$ cat config.mk
export PLATFORM = sky130hd
export DESIGN_NAME = pwm_period_duty_meter
export DESIGN_NICKNAME = d
export VERILOG_FILES = /design/src/rtl/pdm_pkg.sv /design/src/rtl/pdm_div.sv /design/src/rtl/pdm_ctrl.sv /design/src/rtl/pdm_datapath.sv /design/src/rtl/pwm_period_duty_meter.sv
export SDC_FILE = /design/constraint.sdc
export NUM_CORES = 2
export LEC_CHECK = 0
export BUFFER_PORTS_ARGS = -buffer_cell sky130_fd_sc_hd__buf_2
export CAP_MARGIN = 10
export CORE_MARGIN = 8
export CORE_UTILIZATION = 25
export CTS_CLUSTER_SIZE = 24
export DETAILED_ROUTE_END_ITERATION = 10
export GPL_TIMING_DRIVEN = 0
export HOLD_SLACK_MARGIN = 0.03
export PLACE_DENSITY = 0.37
export SLEW_MARGIN = 10
export SYNTH_ARGS = -nofsm -noshare
export SYNTH_HDL_FRONTEND = slang
export SYNTH_SLANG_ARGS = --single-unit
$ cat constraint.sdc
create_clock -name clk_i -period 7.9 [get_ports clk_i]
set_input_delay 1.185 -clock clk_i [delete_from_list [all_inputs] [get_ports clk_i]]
set_output_delay 1.185 -clock clk_i [all_outputs]
set_load 0.05 [all_outputs]
$ cat src/rtl/pdm_pkg.sv
// pdm_pkg: shared types and constants of the PWM period/duty meter.
// No dependencies; imported by pdm_ctrl, pdm_datapath and the top level.
package pdm_pkg;

  localparam int unsigned CapW   = 16;
  localparam int unsigned ExtW   = 32;
  localparam int unsigned ClkW   = 27;
  localparam int unsigned DutyW  = 7;
  localparam int unsigned FreqW  = 10;

  // iterative divider geometry: dividend holds high_time * 100
  localparam int unsigned DivDw  = 39;
  localparam int unsigned DivVw  = 32;

  localparam logic [ClkW-1:0]  ClockHzReset = 27'd8000000;
  localparam logic [DivVw-1:0] HzPerKhz     = 32'd1000;
  localparam logic [DivVw-1:0] HzPerMhz     = 32'd1000000;
  localparam logic [DutyW-1:0] DutyFull     = 7'd100;

  localparam logic [1:0] UnitHz  = 2'd0;
  localparam logic [1:0] UnitKhz = 2'd1;
  localparam logic [1:0] UnitMhz = 2'd2;

  localparam logic [0:0] ReqCapture  = 1'b0;
  localparam logic [0:0] ReqOverflow = 1'b1;

  typedef struct packed {
    logic accept;       // request taken, update edge state
    logic start_div;    // launch frequency and duty divisions
    logic start_scale;  // latch duty, unit and raw frequency
    logic finish;       // latch scaled frequency
    logic load_out;     // move result into output register
  } pdm_cmd_t;

  typedef struct packed {
    logic closing;      // request at input closes a period
    logic div_busy;     // a division is still iterating
  } pdm_sts_t;

endpackage

$ cat src/rtl/pdm_div.sv
// pdm_div: restoring divider, one quotient bit per cycle.
// Depends on nothing but its parameters.
module pdm_div #(
  parameter int unsigned DW = 39,
  parameter int unsigned VW = 32
) (
  input  logic          clk_i,
  input  logic          rst_ni,
  input  logic          start_i,
  input  logic [DW-1:0] dividend_i,
  input  logic [VW-1:0] divisor_i,
  output logic          busy_o,
  output logic [DW-1:0] quotient_o
);

  localparam int unsigned CntW = $clog2(DW + 1);

  logic [CntW-1:0] cnt_q;
  logic [VW-1:0]   rem_q, rem_d;
  logic [DW-1:0]   quo_q, quo_d;
  logic [VW-1:0]   dvs_q;
  logic [VW:0]     shifted, diff;

  assign shifted = {rem_q, quo_q[DW-1]};
  assign diff    = shifted - {1'b0, dvs_q};

  // borrow bit set means the trial subtract failed
  always_comb begin
    if (!diff[VW]) begin
      rem_d = diff[VW-1:0];
      quo_d = {quo_q[DW-2:0], 1'b1};
    end else begin
      rem_d = shifted[VW-1:0];
      quo_d = {quo_q[DW-2:0], 1'b0};
    end
  end

  always_ff @(posedge clk_i or negedge rst_ni) begin
    if (!rst_ni) begin
      cnt_q <= '0;
    end else if (start_i) begin
      cnt_q <= CntW'(DW);
    end else if (busy_o) begin
      cnt_q <= cnt_q - 1'b1;
    end
  end

  always_ff @(posedge clk_i) begin
    if (start_i) begin
      rem_q <= '0;
      quo_q <= dividend_i;
      dvs_q <= divisor_i;
    end else if (busy_o) begin
      rem_q <= rem_d;
      quo_q <= quo_d;
    end
  end

  assign busy_o     = (cnt_q != '0);
  assign quotient_o = quo_q;

endmodule

$ cat src/rtl/pdm_ctrl.sv
// pdm_ctrl: sequencer of the meter; handshakes and division ordering.
// Depends on pdm_pkg for the command and status structs.
module pdm_ctrl
  import pdm_pkg::*;
(
  input  logic     clk_i,
  input  logic     rst_ni,
  input  logic     in_valid_i,
  output logic     in_ready_o,
  output logic     out_valid_o,
  input  logic     out_ready_i,
  input  pdm_sts_t sts_i,
  output pdm_cmd_t cmd_o
);

  localparam logic [1:0] StIdle  = 2'd0;
  localparam logic [1:0] StDiv   = 2'd1;
  localparam logic [1:0] StScale = 2'd2;
  localparam logic [1:0] StWrite = 2'd3;

  logic [1:0] state_q, state_d;
  logic       out_valid_q, out_valid_d;
  logic       out_free;

  assign out_free = !out_valid_q || out_ready_i;

  always_comb begin
    state_d = state_q;
    cmd_o   = '0;
    case (state_q)
      StIdle: begin
        if (in_valid_i) begin
          cmd_o.accept = 1'b1;
          if (sts_i.closing) begin
            cmd_o.start_div = 1'b1;
            state_d         = StDiv;
          end else begin
            state_d = StWrite;
          end
        end
      end
      StDiv: begin
        if (!sts_i.div_busy) begin
          cmd_o.start_scale = 1'b1;
          state_d           = StScale;
        end
      end
      StScale: begin
        if (!sts_i.div_busy) begin
          cmd_o.finish = 1'b1;
          state_d      = StWrite;
        end
      end
      StWrite: begin
        if (out_free) begin
          cmd_o.load_out = 1'b1;
          state_d        = StIdle;
        end
      end
      default: state_d = StIdle;
    endcase
  end

  always_comb begin
    out_valid_d = out_valid_q;
    if (cmd_o.load_out) begin
      out_valid_d = 1'b1;
    end else if (out_ready_i) begin
      out_valid_d = 1'b0;
    end
  end

  always_ff @(posedge clk_i or negedge rst_ni) begin
    if (!rst_ni) begin
      state_q     <= StIdle;
      out_valid_q <= 1'b0;
    end else begin
      state_q     <= state_d;
      out_valid_q <= out_valid_d;
    end
  end

  assign in_ready_o  = (state_q == StIdle);
  assign out_valid_o = out_valid_q;

endmodule

$ cat src/rtl/pdm_datapath.sv
// pdm_datapath: edge state, capture extension, two dividers, bar math and
// the output register. Depends on pdm_pkg and pdm_div.
module pdm_datapath
  import pdm_pkg::*;
#(
  parameter int unsigned BAR_CELLS = 16
) (
  input  logic              clk_i,
  input  logic              rst_ni,
  input  pdm_cmd_t          cmd_i,
  output pdm_sts_t          sts_o,
  input  logic              cfg_we_i,
  input  logic [ClkW-1:0]   cfg_wdata_i,
  input  logic              req_type_i,
  input  logic [CapW-1:0]   capture_value_i,
  output logic              measurement_ready_o,
  output logic              arm_falling_edge_o,
  output logic [ExtW-1:0]   high_time_o,
  output logic [ExtW-1:0]   period_ticks_o,
  output logic [FreqW-1:0]  freq_scaled_o,
  output logic [1:0]        freq_unit_o,
  output logic [DutyW-1:0]  duty_percent_o,
  output logic [4:0]        bar_upper_cells_o,
  output logic [2:0]        split_glyph_o,
  output logic [4:0]        bar_lower_cells_o,
  output logic              zero_period_error_o
);

  localparam logic [1:0] PhStart = 2'd0;
  localparam logic [1:0] PhFall  = 2'd1;
  localparam logic [1:0] PhStop  = 2'd2;

  // bar geometry: floor(duty * BAR_CELLS / 100) by reciprocal 1310 / 2^17
  localparam int unsigned ProdW  = DutyW + $clog2(BAR_CELLS + 1);
  localparam int unsigned RecipW = ProdW + 17;
  localparam int unsigned RecipK = BAR_CELLS * 1310;

  // unit scaling by reciprocal multiply, exact over the whole frequency range
  localparam logic [20:0] RecipKhz = 21'd1073742;    // ceil(2^30 / 1000)
  localparam logic [27:0] RecipMhz = 28'd140737489;  // ceil(2^47 / 1000000)

  logic [ClkW-1:0]  clock_hz_q;
  logic [1:0]       phase_q;
  logic [CapW-1:0]  start_q, ovf_q;
  logic [ExtW-1:0]  fall_q;

  logic [ExtW-1:0]  ext_w, hi_w, per_w;
  logic             arm_w;

  logic             res_ready_q, res_arm_q;
  logic [ExtW-1:0]  hi_q, per_q;
  logic [DutyW-1:0] duty_q;
  logic [1:0]       unit_q;
  logic [FreqW-1:0] freq_q;
  logic             zero_w;

  logic             fdiv_start, ddiv_start, fdiv_busy, ddiv_busy;
  logic [DivDw-1:0] fdiv_dividend, fdiv_quo, ddiv_quo;
  logic [DivVw-1:0] fdiv_divisor;
  logic [ClkW-1:0]  f_w, f_q;
  logic [1:0]       unit_w;
  logic [DutyW-1:0] duty_w;
  logic [47:0]      khz_prod;
  logic [56:0]      mhz_prod;
  logic [FreqW-1:0] freq_w;

  assign ext_w  = {ovf_q, capture_value_i};
  assign hi_w   = fall_q - {{(ExtW-CapW){1'b0}}, start_q};
  assign per_w  = ext_w - {{(ExtW-CapW){1'b0}}, start_q};
  assign zero_w = (per_q == '0);

  assign sts_o.closing  = (req_type_i == ReqCapture) && (phase_q == PhStop);
  assign sts_o.div_busy = fdiv_busy || ddiv_busy;

  // next edge to arm follows the phase after this request
  always_comb begin
    if (req_type_i == ReqOverflow) begin
      arm_w = (phase_q == PhFall);
    end else begin
      arm_w = (phase_q != PhFall) && (phase_q != PhStop);
    end
  end

  always_ff @(posedge clk_i or negedge rst_ni) begin
    if (!rst_ni) begin
      clock_hz_q <= ClockHzReset;
    end else if (cfg_we_i) begin
      clock_hz_q <= cfg_wdata_i;
    end
  end

  always_ff @(posedge clk_i or negedge rst_ni) begin
    if (!rst_ni) begin
      phase_q <= PhStart;
      start_q <= '0;
      fall_q  <= '0;
      ovf_q   <= '0;
    end else if (cmd_i.accept) begin
      if (req_type_i == ReqOverflow) begin
        ovf_q <= ovf_q + 1'b1;
      end else if (phase_q == PhFall) begin
        fall_q  <= ext_w;
        phase_q <= PhStop;
      end else if (phase_q == PhStop) begin
        phase_q <= PhStart;
      end else begin
        ovf_q   <= '0;
        fall_q  <= '0;
        start_q <= capture_value_i;
        phase_q <= PhFall;
      end
    end
  end

  // unit picked from the raw frequency quotient
  assign f_w = fdiv_quo[ClkW-1:0];

  always_comb begin
    if ({{(DivVw-ClkW){1'b0}}, f_w} >= HzPerMhz) begin
      unit_w = UnitMhz;
    end else if ({{(DivVw-ClkW){1'b0}}, f_w} >= HzPerKhz) begin
      unit_w = UnitKhz;
    end else begin
      unit_w = UnitHz;
    end
  end

  assign fdiv_start    = cmd_i.start_div;
  assign fdiv_dividend = DivDw'(clock_hz_q);
  assign fdiv_divisor  = per_w;
  assign ddiv_start    = cmd_i.start_div;

  pdm_div #(
    .DW (DivDw),
    .VW (DivVw)
  ) u_freq_div (
    .clk_i      (clk_i),
    .rst_ni     (rst_ni),
    .start_i    (fdiv_start),
    .dividend_i (fdiv_dividend),
    .divisor_i  (fdiv_divisor),
    .busy_o     (fdiv_busy),
    .quotient_o (fdiv_quo)
  );

  pdm_div #(
    .DW (DivDw),
    .VW (DivVw)
  ) u_duty_div (
    .clk_i      (clk_i),
    .rst_ni     (rst_ni),
    .start_i    (ddiv_start),
    .dividend_i (DivDw'(hi_w) * DivDw'(DutyFull)),
    .divisor_i  (per_w),
    .busy_o     (ddiv_busy),
    .quotient_o (ddiv_quo)
  );

  // duty saturates at 100 when high time exceeds the period
  assign duty_w = (ddiv_quo > DivDw'(DutyFull)) ? DutyFull : ddiv_quo[DutyW-1:0];

  // scaled frequency from the latched raw quotient and unit
  assign khz_prod = 48'(f_q) * 48'(RecipKhz);
  assign mhz_prod = 57'(f_q) * 57'(RecipMhz);

  always_comb begin
    case (unit_q)
      UnitMhz: freq_w = mhz_prod[56:47];
      UnitKhz: freq_w = khz_prod[39:30];
      default: freq_w = f_q[FreqW-1:0];
    endcase
  end

  always_ff @(posedge clk_i or negedge rst_ni) begin
    if (!rst_ni) begin
      res_ready_q <= 1'b0;
      res_arm_q   <= 1'b0;
    end else if (cmd_i.accept) begin
      res_ready_q <= sts_o.closing;
      res_arm_q   <= arm_w;
    end
  end

  always_ff @(posedge clk_i) begin
    if (cmd_i.accept) begin
      hi_q   <= hi_w;
      per_q  <= per_w;
      duty_q <= '0;
      unit_q <= UnitHz;
      freq_q <= '0;
    end
    if (cmd_i.start_scale) begin
      f_q <= f_w;
    end
    if (cmd_i.start_scale && !zero_w) begin
      duty_q <= duty_w;
      unit_q <= unit_w;
    end
    if (cmd_i.finish && !zero_w) begin
      freq_q <= freq_w;
    end
  end

  // bar cells and split glyph from the latched duty
  logic [RecipW-1:0] est_prod;
  logic [ProdW-1:0]  prod_w, est_w, rem_w, upper_w, lower_w;
  logic [14:0]       tens_prod;
  logic [3:0]        tens_w;
  logic [DutyW-1:0]  ones_w;
  logic [2:0]        glyph_w;

  assign est_prod = RecipW'(duty_q) * RecipW'(RecipK);
  assign est_w    = est_prod[RecipW-1:17];
  assign prod_w   = ProdW'(duty_q) * ProdW'(BAR_CELLS);
  assign rem_w    = prod_w - est_w * ProdW'(100);
  assign upper_w  = (rem_w >= ProdW'(100)) ? est_w + 1'b1 : est_w;
  assign lower_w  = ProdW'(BAR_CELLS) - upper_w;

  // duty / 10 as (duty * 205) >> 11, exact below 1029
  assign tens_prod = 15'(duty_q) * 15'd205;
  assign tens_w    = tens_prod[14:11];
  assign ones_w    = duty_q - DutyW'(tens_w) * DutyW'(10);
  assign glyph_w   = ones_w[3:1] + 3'd2;

  always_ff @(posedge clk_i) begin
    if (cmd_i.load_out) begin
      measurement_ready_o <= res_ready_q;
      arm_falling_edge_o  <= res_arm_q;
      high_time_o         <= res_ready_q ? hi_q : '0;
      period_ticks_o      <= res_ready_q ? per_q : '0;
      freq_scaled_o       <= res_ready_q ? freq_q : '0;
      freq_unit_o         <= res_ready_q ? unit_q : UnitHz;
      duty_percent_o      <= res_ready_q ? duty_q : '0;
      bar_upper_cells_o   <= res_ready_q ? upper_w[4:0] : '0;
      split_glyph_o       <= res_ready_q ? glyph_w : '0;
      bar_lower_cells_o   <= res_ready_q ? lower_w[4:0] : '0;
      zero_period_error_o <= res_ready_q && zero_w;
    end
  end

endmodule

$ cat src/rtl/pwm_period_duty_meter.sv
// pwm_period_duty_meter: top level, joins the sequencer and the datapath.
// Depends on pdm_pkg, pdm_ctrl, pdm_datapath (which holds pdm_div).
//
// Usage: each input request is either a timer overflow tick (req_type 1) or
// an input-capture edge (req_type 0) with its 16-bit timer value. Edges walk
// rising, falling, rising; the second rising edge closes a period. Every
// request yields exactly one result on the output valid/ready channel.
// Sequencing: a tick or a non-closing edge goes straight to the output
// register write, which waits only for a free output slot. A closing
// edge runs two restoring divisions in parallel (frequency and duty),
// then latches duty, unit and raw frequency, then scales the frequency by
// reciprocal multiply, then loads the output register. The block takes one
// request at a time: the next request is taken only after the result is
// loaded.
// The output register holds a finished result while the receiver stalls; the
// next request is still taken and computed, its result waits until the slot
// frees, and the input stalls meanwhile.
// The clock_hz register is written through cfg_we_i/cfg_wdata_i with no
// wait; write it only while the block is idle.
// Reset: phase back to awaiting the first rising edge, captures and overflow
// count cleared, clock_hz to 8 MHz, no result pending.
module pwm_period_duty_meter
  import pdm_pkg::*;
#(
  parameter int unsigned BAR_CELLS = 16
) (
  input  logic             clk_i,
  input  logic             rst_ni,
  input  logic             cfg_we_i,
  input  logic [ClkW-1:0]  cfg_wdata_i,
  input  logic             in_valid_i,
  output logic             in_ready_o,
  input  logic             req_type_i,
  input  logic [CapW-1:0]  capture_value_i,
  output logic             out_valid_o,
  input  logic             out_ready_i,
  output logic             measurement_ready_o,
  output logic             arm_falling_edge_o,
  output logic [ExtW-1:0]  high_time_o,
  output logic [ExtW-1:0]  period_ticks_o,
  output logic [FreqW-1:0] freq_scaled_o,
  output logic [1:0]       freq_unit_o,
  output logic [DutyW-1:0] duty_percent_o,
  output logic [4:0]       bar_upper_cells_o,
  output logic [2:0]       split_glyph_o,
  output logic [4:0]       bar_lower_cells_o,
  output logic             zero_period_error_o
);

  pdm_cmd_t cmd;
  pdm_sts_t sts;

  pdm_ctrl u_ctrl (
    .clk_i       (clk_i),
    .rst_ni      (rst_ni),
    .in_valid_i  (in_valid_i),
    .in_ready_o  (in_ready_o),
    .out_valid_o (out_valid_o),
    .out_ready_i (out_ready_i),
    .sts_i       (sts),
    .cmd_o       (cmd)
  );

  pdm_datapath #(
    .BAR_CELLS (BAR_CELLS)
  ) u_datapath (
    .clk_i               (clk_i),
    .rst_ni              (rst_ni),
    .cmd_i               (cmd),
    .sts_o               (sts),
    .cfg_we_i            (cfg_we_i),
    .cfg_wdata_i         (cfg_wdata_i),
    .req_type_i          (req_type_i),
    .capture_value_i     (capture_value_i),
    .measurement_ready_o (measurement_ready_o),
    .arm_falling_edge_o  (arm_falling_edge_o),
    .high_time_o         (high_time_o),
    .period_ticks_o      (period_ticks_o),
    .freq_scaled_o       (freq_scaled_o),
    .freq_unit_o         (freq_unit_o),
    .duty_percent_o      (duty_percent_o),
    .bar_upper_cells_o   (bar_upper_cells_o),
    .split_glyph_o       (split_glyph_o),
    .bar_lower_cells_o   (bar_lower_cells_o),
    .zero_period_error_o (zero_period_error_o)
  );

endmodule

=== Word level (Yosys, flattened, before mapping) ===
Cells that the tools add are included.

* Input port bits: 49
* Output and inout port bits: 101
* Word-level logic and storage cells: 147
* Register bits after elaboration: 493

* Equality and inequality tests: 16
* Bitwise gates (word level): 3
* Multipliers: 7
* Reductions and logical operators: 23
* Magnitude comparators: 4
* $add $sub $neg: 12
* Mux-type cells: 47

{| class="wikitable"
|+ Operators with widths
! kind !! number
|-
| two-way mux 32 bit || 4
|-
| two-way mux 39 bit || 2
|-
| subtractor 33 x 32 -> 33 bit || 2
|-
| subtractor 32 x 16 -> 32 bit || 2
|-
| multiplier 27 x 28 -> 55 bit (second input constant) || 1
|-
| two-way mux 27 bit || 2
|-
| two-way mux 16 bit || 3
|-
| greater-than comparator 39 x 7 -> 1 bit (second input constant) || 1
|-
| multiplier 27 x 20 -> 39 bit (second input constant) || 1
|-
| multiplier 32 x 5 -> 37 bit (second input constant) || 1
|-
| zero test 32 bit || 1
|-
| >= comparator 27 x 10 -> 1 bit (second input constant) || 1
|-
| >= comparator 27 x 20 -> 1 bit (second input constant) || 1
|-
| two-way mux 6 bit || 4
|-
| two-way mux 2 bit || 11
|-
| two-way mux 7 bit || 3
|-
| two-way mux 10 bit || 2
|-
| case mux 10 bit (2 select lines) || 1
|-
| multiplier 7 x 10 -> 17 bit (second input constant) || 1
|-
| adder 16 x 1 -> 16 bit (second input constant) || 1
|-
| multiplier 7 x 8 -> 15 bit (second input constant) || 1
|-
| two-way mux 1 bit || 13
|-
| >= comparator 12 x 7 -> 1 bit (second input constant) || 1
|-
| inequality test 2 bit (second input constant) || 6
|-
| 23 further kinds || 46
|}

=== Longest topological paths before layout ===
* Depth after elaboration: 7
* Mapped depth: 35
* Gate-level depth less buffers: 35

=== By module ===
A second synthesis with hierarchy kept.

* Cells, all modules: 4519
* Area total of the unflattened synthesis: 48185.0 µm²

{| class="wikitable"
|+ Modules (own cells, without submodules)
! module !! seq. area each (µm²) !! area an instance (µm²) !! cells each !! times used
|-
| pdm_datapath || 8632.0 || 35350.2 || 3300 || 1
|-
| pdm_div (u_datapath.u_freq_div) || 2922.8 || 6411.1 || 605 || 1
|-
| pdm_div (u_datapath.u_duty_div) || 2922.8 || 6164.7 || 588 || 1
|-
| pdm_ctrl || 75.1 || 259.0 || 26 || 1
|}

=== Least setup slack after synthesis ===
No wires, ideal clock.

* Kind: register -> register
* Start point: register u_datapath.duty_q[4]
* End point: register u_datapath.bar_lower_cells_o[2] (data pin)
* Data arrival time: 7572 ps
* Setup time: 255 ps
* Required time: 7645 ps
* Setup slack: 73 ps
* Buffers on the path: 1
* Stages on the path, launching flop included: 34
* Period minus slack after synthesis: 7827 ps
* Cell sequence: edfxtp_1 > fa_1 > inv_1 > fa_1 > inv_1 > fa_1 > fa_1 > ha_1 > nand4_1 > a21oi_1 > a211oi_1 > nor2b_1 > nor2_1 > nor2b_1 > nor2_1 > xnor2_1 > ha_1 > ha_1 > ha_1 > fa_1 > xnor2_1 > ha_1 > o21a_1 > o21a_1 > nand2_1 > a211oi_2 > nor4_1 > o2111ai_2 > or2_1 > buf_6 > xnor2_1 > ha_1 > xor2_1 > and2_1

* Cells in the longest elaborated chain, start to end: 6
* Elaborated cells between the ends (all ways): 7
* Those cells by class: add/sub: 3; mul: 2; order compare: 1; mux: 1

{| class="wikitable"
|+ RTL lines
! what !! line !! text
|-
| from (decl) || pdm_datapath.sv:52 || <nowiki>logic [DutyW-1:0] duty_q;</nowiki>
|-
| from (signal assigned) || pdm_datapath.sv:196 || <nowiki>duty_q <= duty_w;</nowiki>
|-
| multiplier 7 x 10 -> 17 bit || pdm_datapath.sv:212 || <nowiki>assign est_prod = RecipW'(duty_q) * RecipW'(RecipK);</nowiki>
|-
| multiplier 5 x 5 -> 10 bit || pdm_datapath.sv:215 || <nowiki>assign rem_w = prod_w - est_w * ProdW'(100);</nowiki>
|-
| subtractor 11 x 12 -> 12 bit || pdm_datapath.sv:215 ||
|-
| >= comparator 12 x 7 -> 1 bit || pdm_datapath.sv:216 || <nowiki>assign upper_w = (rem_w >= ProdW'(100)) ? est_w + 1'b1 : est_w;</nowiki>
|-
| two-way mux 5 bit * || pdm_datapath.sv:216 ||
|-
| subtractor 5 bit * || pdm_datapath.sv:217 || <nowiki>assign lower_w = ProdW'(BAR_CELLS) - upper_w;</nowiki>
|-
| to (signal assigned) || pdm_datapath.sv:236 || <nowiki>bar_lower_cells_o <= res_ready_q ? lower_w[4:0] : '0;</nowiki>
|-
| to (decl) || pdm_datapath.sv:25 || <nowiki>output logic [4:0] bar_lower_cells_o,</nowiki>
|}

Every way passes the cells marked *; elsewhere a longest branch is shown, timed or not.
A chain may end at the register's enable or synchronous reset.

=== Worst setup path in the final report ===
* Start point: register u_datapath.duty_q[6]
* End point: register u_datapath.bar_lower_cells_o[2] (data pin)

The elaborated chain is that of the path after synthesis.

==> reports/summary.txt <==
DRT iter0 DRCs -> 1592
Worst Tran Pin Value -> 1.24 ns
via count -> 32100
Tmin final -> 7.86 ns
RSZ-0062 raised after global routing -> true
gpl congestion -> 0.818
Mean Syn Cell Area -> 10.3 um2
VDD IR max -> 196 uV
DP HPWL -> 120000 um
full die area -> 198000 um2
final WL -> 150000 um
final setup violation count -> 0
# IOs -> 150
n_diodes -> 0
Slew HR -> 16.4%
clock tree sinks -> 492
capturing point of the worst reg2reg path -> u_datapath.bar_lower_cells_o[2]$_SDFFCE_PN0P_
required time of the critical path -> 8.31 ns
IO Port Bufs -> 147
post-synthesis async set-or-reset flop share -> 22.4%
TritonCTS buffer count -> 56
Achievable Freq -> 0.127 GHz
H-tree depth -> 2
PwrDens -> 104 nW/um2
pin count of the biggest net entering global routing -> 62
initial antenna violation count -> 10
gr ovfl total -> 0
Clock transition at path regs -> 0.06 ns
Top FF cell, synth -> edfxtp_1
initial core utilization -> 25.2%
share of the synthesized area in the top cell type -> 19.8%
reg2reg start -> u_datapath.duty_q[6]$_SDFFCE_PN0P_
Cell Area, Synth -> 46100 um2
worst setup margin -> 0.0379 ns
Hold WC Path Type -> input pin to async pin
DRC violations left -> 0
Post-synth EDFFs -> 304
clk_skew -> 0.0348 ns
total chip power -> 5.64 mW
synthesized flop and latch total -> 492
drt wl/cell -> 20.5 um
Core ar. -> 183000 um2
distinct cell type count after synthesis -> 85
Ys Warns -> 0
number of global-route vias before repair -> 34100
TritonRoute pass-1 iters -> 5
layout cells sized above 1 -> 13.1%
WS Path Type -> flop to flop
Worst path max stage delay -> 0.62 ns
CTS root buf -> clkbuf_16
crit start category -> flop
worst reg2reg setup slack -> 0.04 ns
fin crit share -> 99.5%
sequential-to-total area share from yosys stat -> 29.2%
CTS tree -> yes
Die Y -> 445 um
R2R depth -> 34
biggest area consumer among synthesized cells -> edfxtp_1
Leak -> 25.9 nW
kind of end point of the critical path -> flop
top cells by area, synth -> edfxtp_1, ha_1, fa_1
slowest CP cell -> fa_1
critical-path maximum fanout -> 4
# rows -> 157
Place WS -> -1.02 ns
Slew Viols, Final -> 0
Antenna Nets Post-Route -> 0
CP most frequent cell -> ha_4
Total GRT Usage -> 14.9%
cells after synthesis -> 4472
status -> completed
Fin Hold WS -> 0.424 ns
CTS Buffer Depth -> 3
Final nets -> 6026
Final Hold Viols -> 0
Crit path arrival time -> 8.27 ns
Max Cap Viol -> 0
Setup TNS -> 0 ns
vias per cell -> 4.37
Worst-Skew Late Latency -> 0.66 ns
Synthesized Nets -> 5659
first-pass GRT wire length -> 223000 um
Area Overhead vs Synth -> 17.8%
chip width -> 445 um
Post-CTS Hold Buffers -> 0
-- how the worst max path moves through the flow --
stage	start	to	cells past startpoint
global placement	u_datapath.f_q[20]$_DFFE_PP_	u_datapath.freq_q[7]$_SDFFCE_PN0P_	23
CTS	u_datapath.duty_q[5]$_SDFFCE_PN0P_	u_datapath.bar_lower_cells_o[2]$_SDFFCE_PN0P_	33
floorplan	u_datapath.duty_q[4]$_SDFFCE_PN0P_	u_datapath.bar_lower_cells_o[2]$_SDFFCE_PN0P_	33
global route	u_datapath.duty_q[6]$_SDFFCE_PN0P_	u_datapath.bar_lower_cells_o[2]$_SDFFCE_PN0P_	34
finish	u_datapath.duty_q[6]$_SDFFCE_PN0P_	u_datapath.bar_lower_cells_o[2]$_SDFFCE_PN0P_	34
detailed placement	u_datapath.duty_q[4]$_SDFFCE_PN0P_	u_datapath.bar_lower_cells_o[2]$_SDFFCE_PN0P_	33
-- logic make-up (layout without fill, tap and decap cells) --
family	after synthesis	count (layout)	synth area share, %
adders and majority gates	1138	1138	37.8
buffers and inverters	917	1332	7.54
and+or+nand+nor	912	912	9.50
AOI/OAI and AO/OA	693	693	9.45
DFF	492	492	29.2
xor gates and xnor gates	221	221	4.20
muxes	99	99	2.26
-- layer usage --
layer,global-route usage [%],routed length (um)
met5,0,0
met4,5.28,6210
met3,1.44,3800
met2,26.8,74600
met1,18.7,65900
-- area by class of cell --
type,count,area [um2]
Fill cell,19400,129000
Multi-Input combinational cell,3063,30000
Sequential cell,492,13500
Inverter,822,3100
Tap cell,2464,3080
Timing Repair Buffer,309,2250
Clock buffer,75,1560
Clock inverter,31,397
Buffer,95,389
-- stage by stage --
stage / utilization [%] / cells / area (um2)
after floorplan: - / 4472 / 46100
after global placement: 27.2 / 7083 / 49900
after detailed placement: 27.4 / 7090 / 50100
after CTS: 29.1 / 7309 / 53300
after global routing: 29.6 / 7351 / 54200
final: 29.6 / 7351 / 54200
-- Yosys cell counts, drive strengths merged (7+ instances only) --
library cell  instances
nor2                171
nor3                 46
or2                  18
a21o                 76
ha                  714
edfxtp              304
nand2               340
a22o                  8
nand3b                7
a21boi                9
mux2i                58
nand4                23
xor2                 85
a211oi               42
mux2                 41
a211o                 7
nand2b               41
or3                  32
o21ai               200
nor2b                32
dfrtp               103
fa                  424
nor4                 30
a31oi                19
o21bai               18
and2                 93
buf                  15
dfxtp                78
o21a                 24
o211ai               17
inv                 821
xnor2               136
a21oi               193
nand3                41
dfstp                 7
a221oi               10
and3                 19
clkbuf               80
-- sequential cells by signal (all words and copies together) (netlist names), 32 cells and up --
register / cells
u_datapath.u_freq_div.quotient_o: 39
u_datapath.fall_q: 32
u_datapath.per_q: 32
u_datapath.u_freq_div.dvs_q: 32
u_datapath.period_ticks_o: 32
u_datapath.u_freq_div.rem_q: 32
u_datapath.u_duty_div.rem_q: 32
u_datapath.high_time_o: 32
u_datapath.u_duty_div.quotient_o: 39
u_datapath.hi_q: 32
-- placed cells by master (no fill, tap or decap), types with 76 or more instances in the layout --
| cell | synthesis | routed |
|---|---|---|
| inv_1 | 819 | 807 |
| ha_1 | 714 | 679 |
| fa_1 | 424 | 402 |
| nand2_1 | 339 | 338 |
| edfxtp_1 | 304 | 304 |
| o21ai_0 | 196 | 188 |
| a21oi_1 | 191 | 172 |
| nor2_1 | 171 | 167 |
| buf_2 | 8 | 154 |
| buf_4 | 1 | 136 |
| xnor2_1 | 136 | 122 |
| dfrtp_1 | 103 | 103 |
| and2_1 | 92 | 91 |
| clkbuf_1 | 80 | 87 |
| xor2_1 | 85 | 82 |
| dfxtp_1 | 78 | 78 |
| a21o_1 | 76 | 76 |
-- worst max-delay path, delay by kind of cell, from the launching register on --
kind            cells  cell delay (ns)
compound gates      8             1.47
xor+xnor            4             0.58
fa+ha+maj          10             3.50
buf+inv             5             0.60
flops               1             0.51
simple gates        7             0.94
-- report_power, final --
group | total [mW] | internal [mW] | switching [mW]
sequential | 2.74 | 2.73 | 0.0142
clock | 2.80 | 1.63 | 1.17
combinational | 0.0986 | 0.0373 | 0.0613
-- repair_timing --
action / 4_1_cts / 5_1_grt
buffers inserted: 113 / 43
pin swaps: 22 / 88
resized for setup: 63 / 112
endpoints found under the setup margin: 27 / 24
No activity file was read; power rests on OpenSTA's default activity.
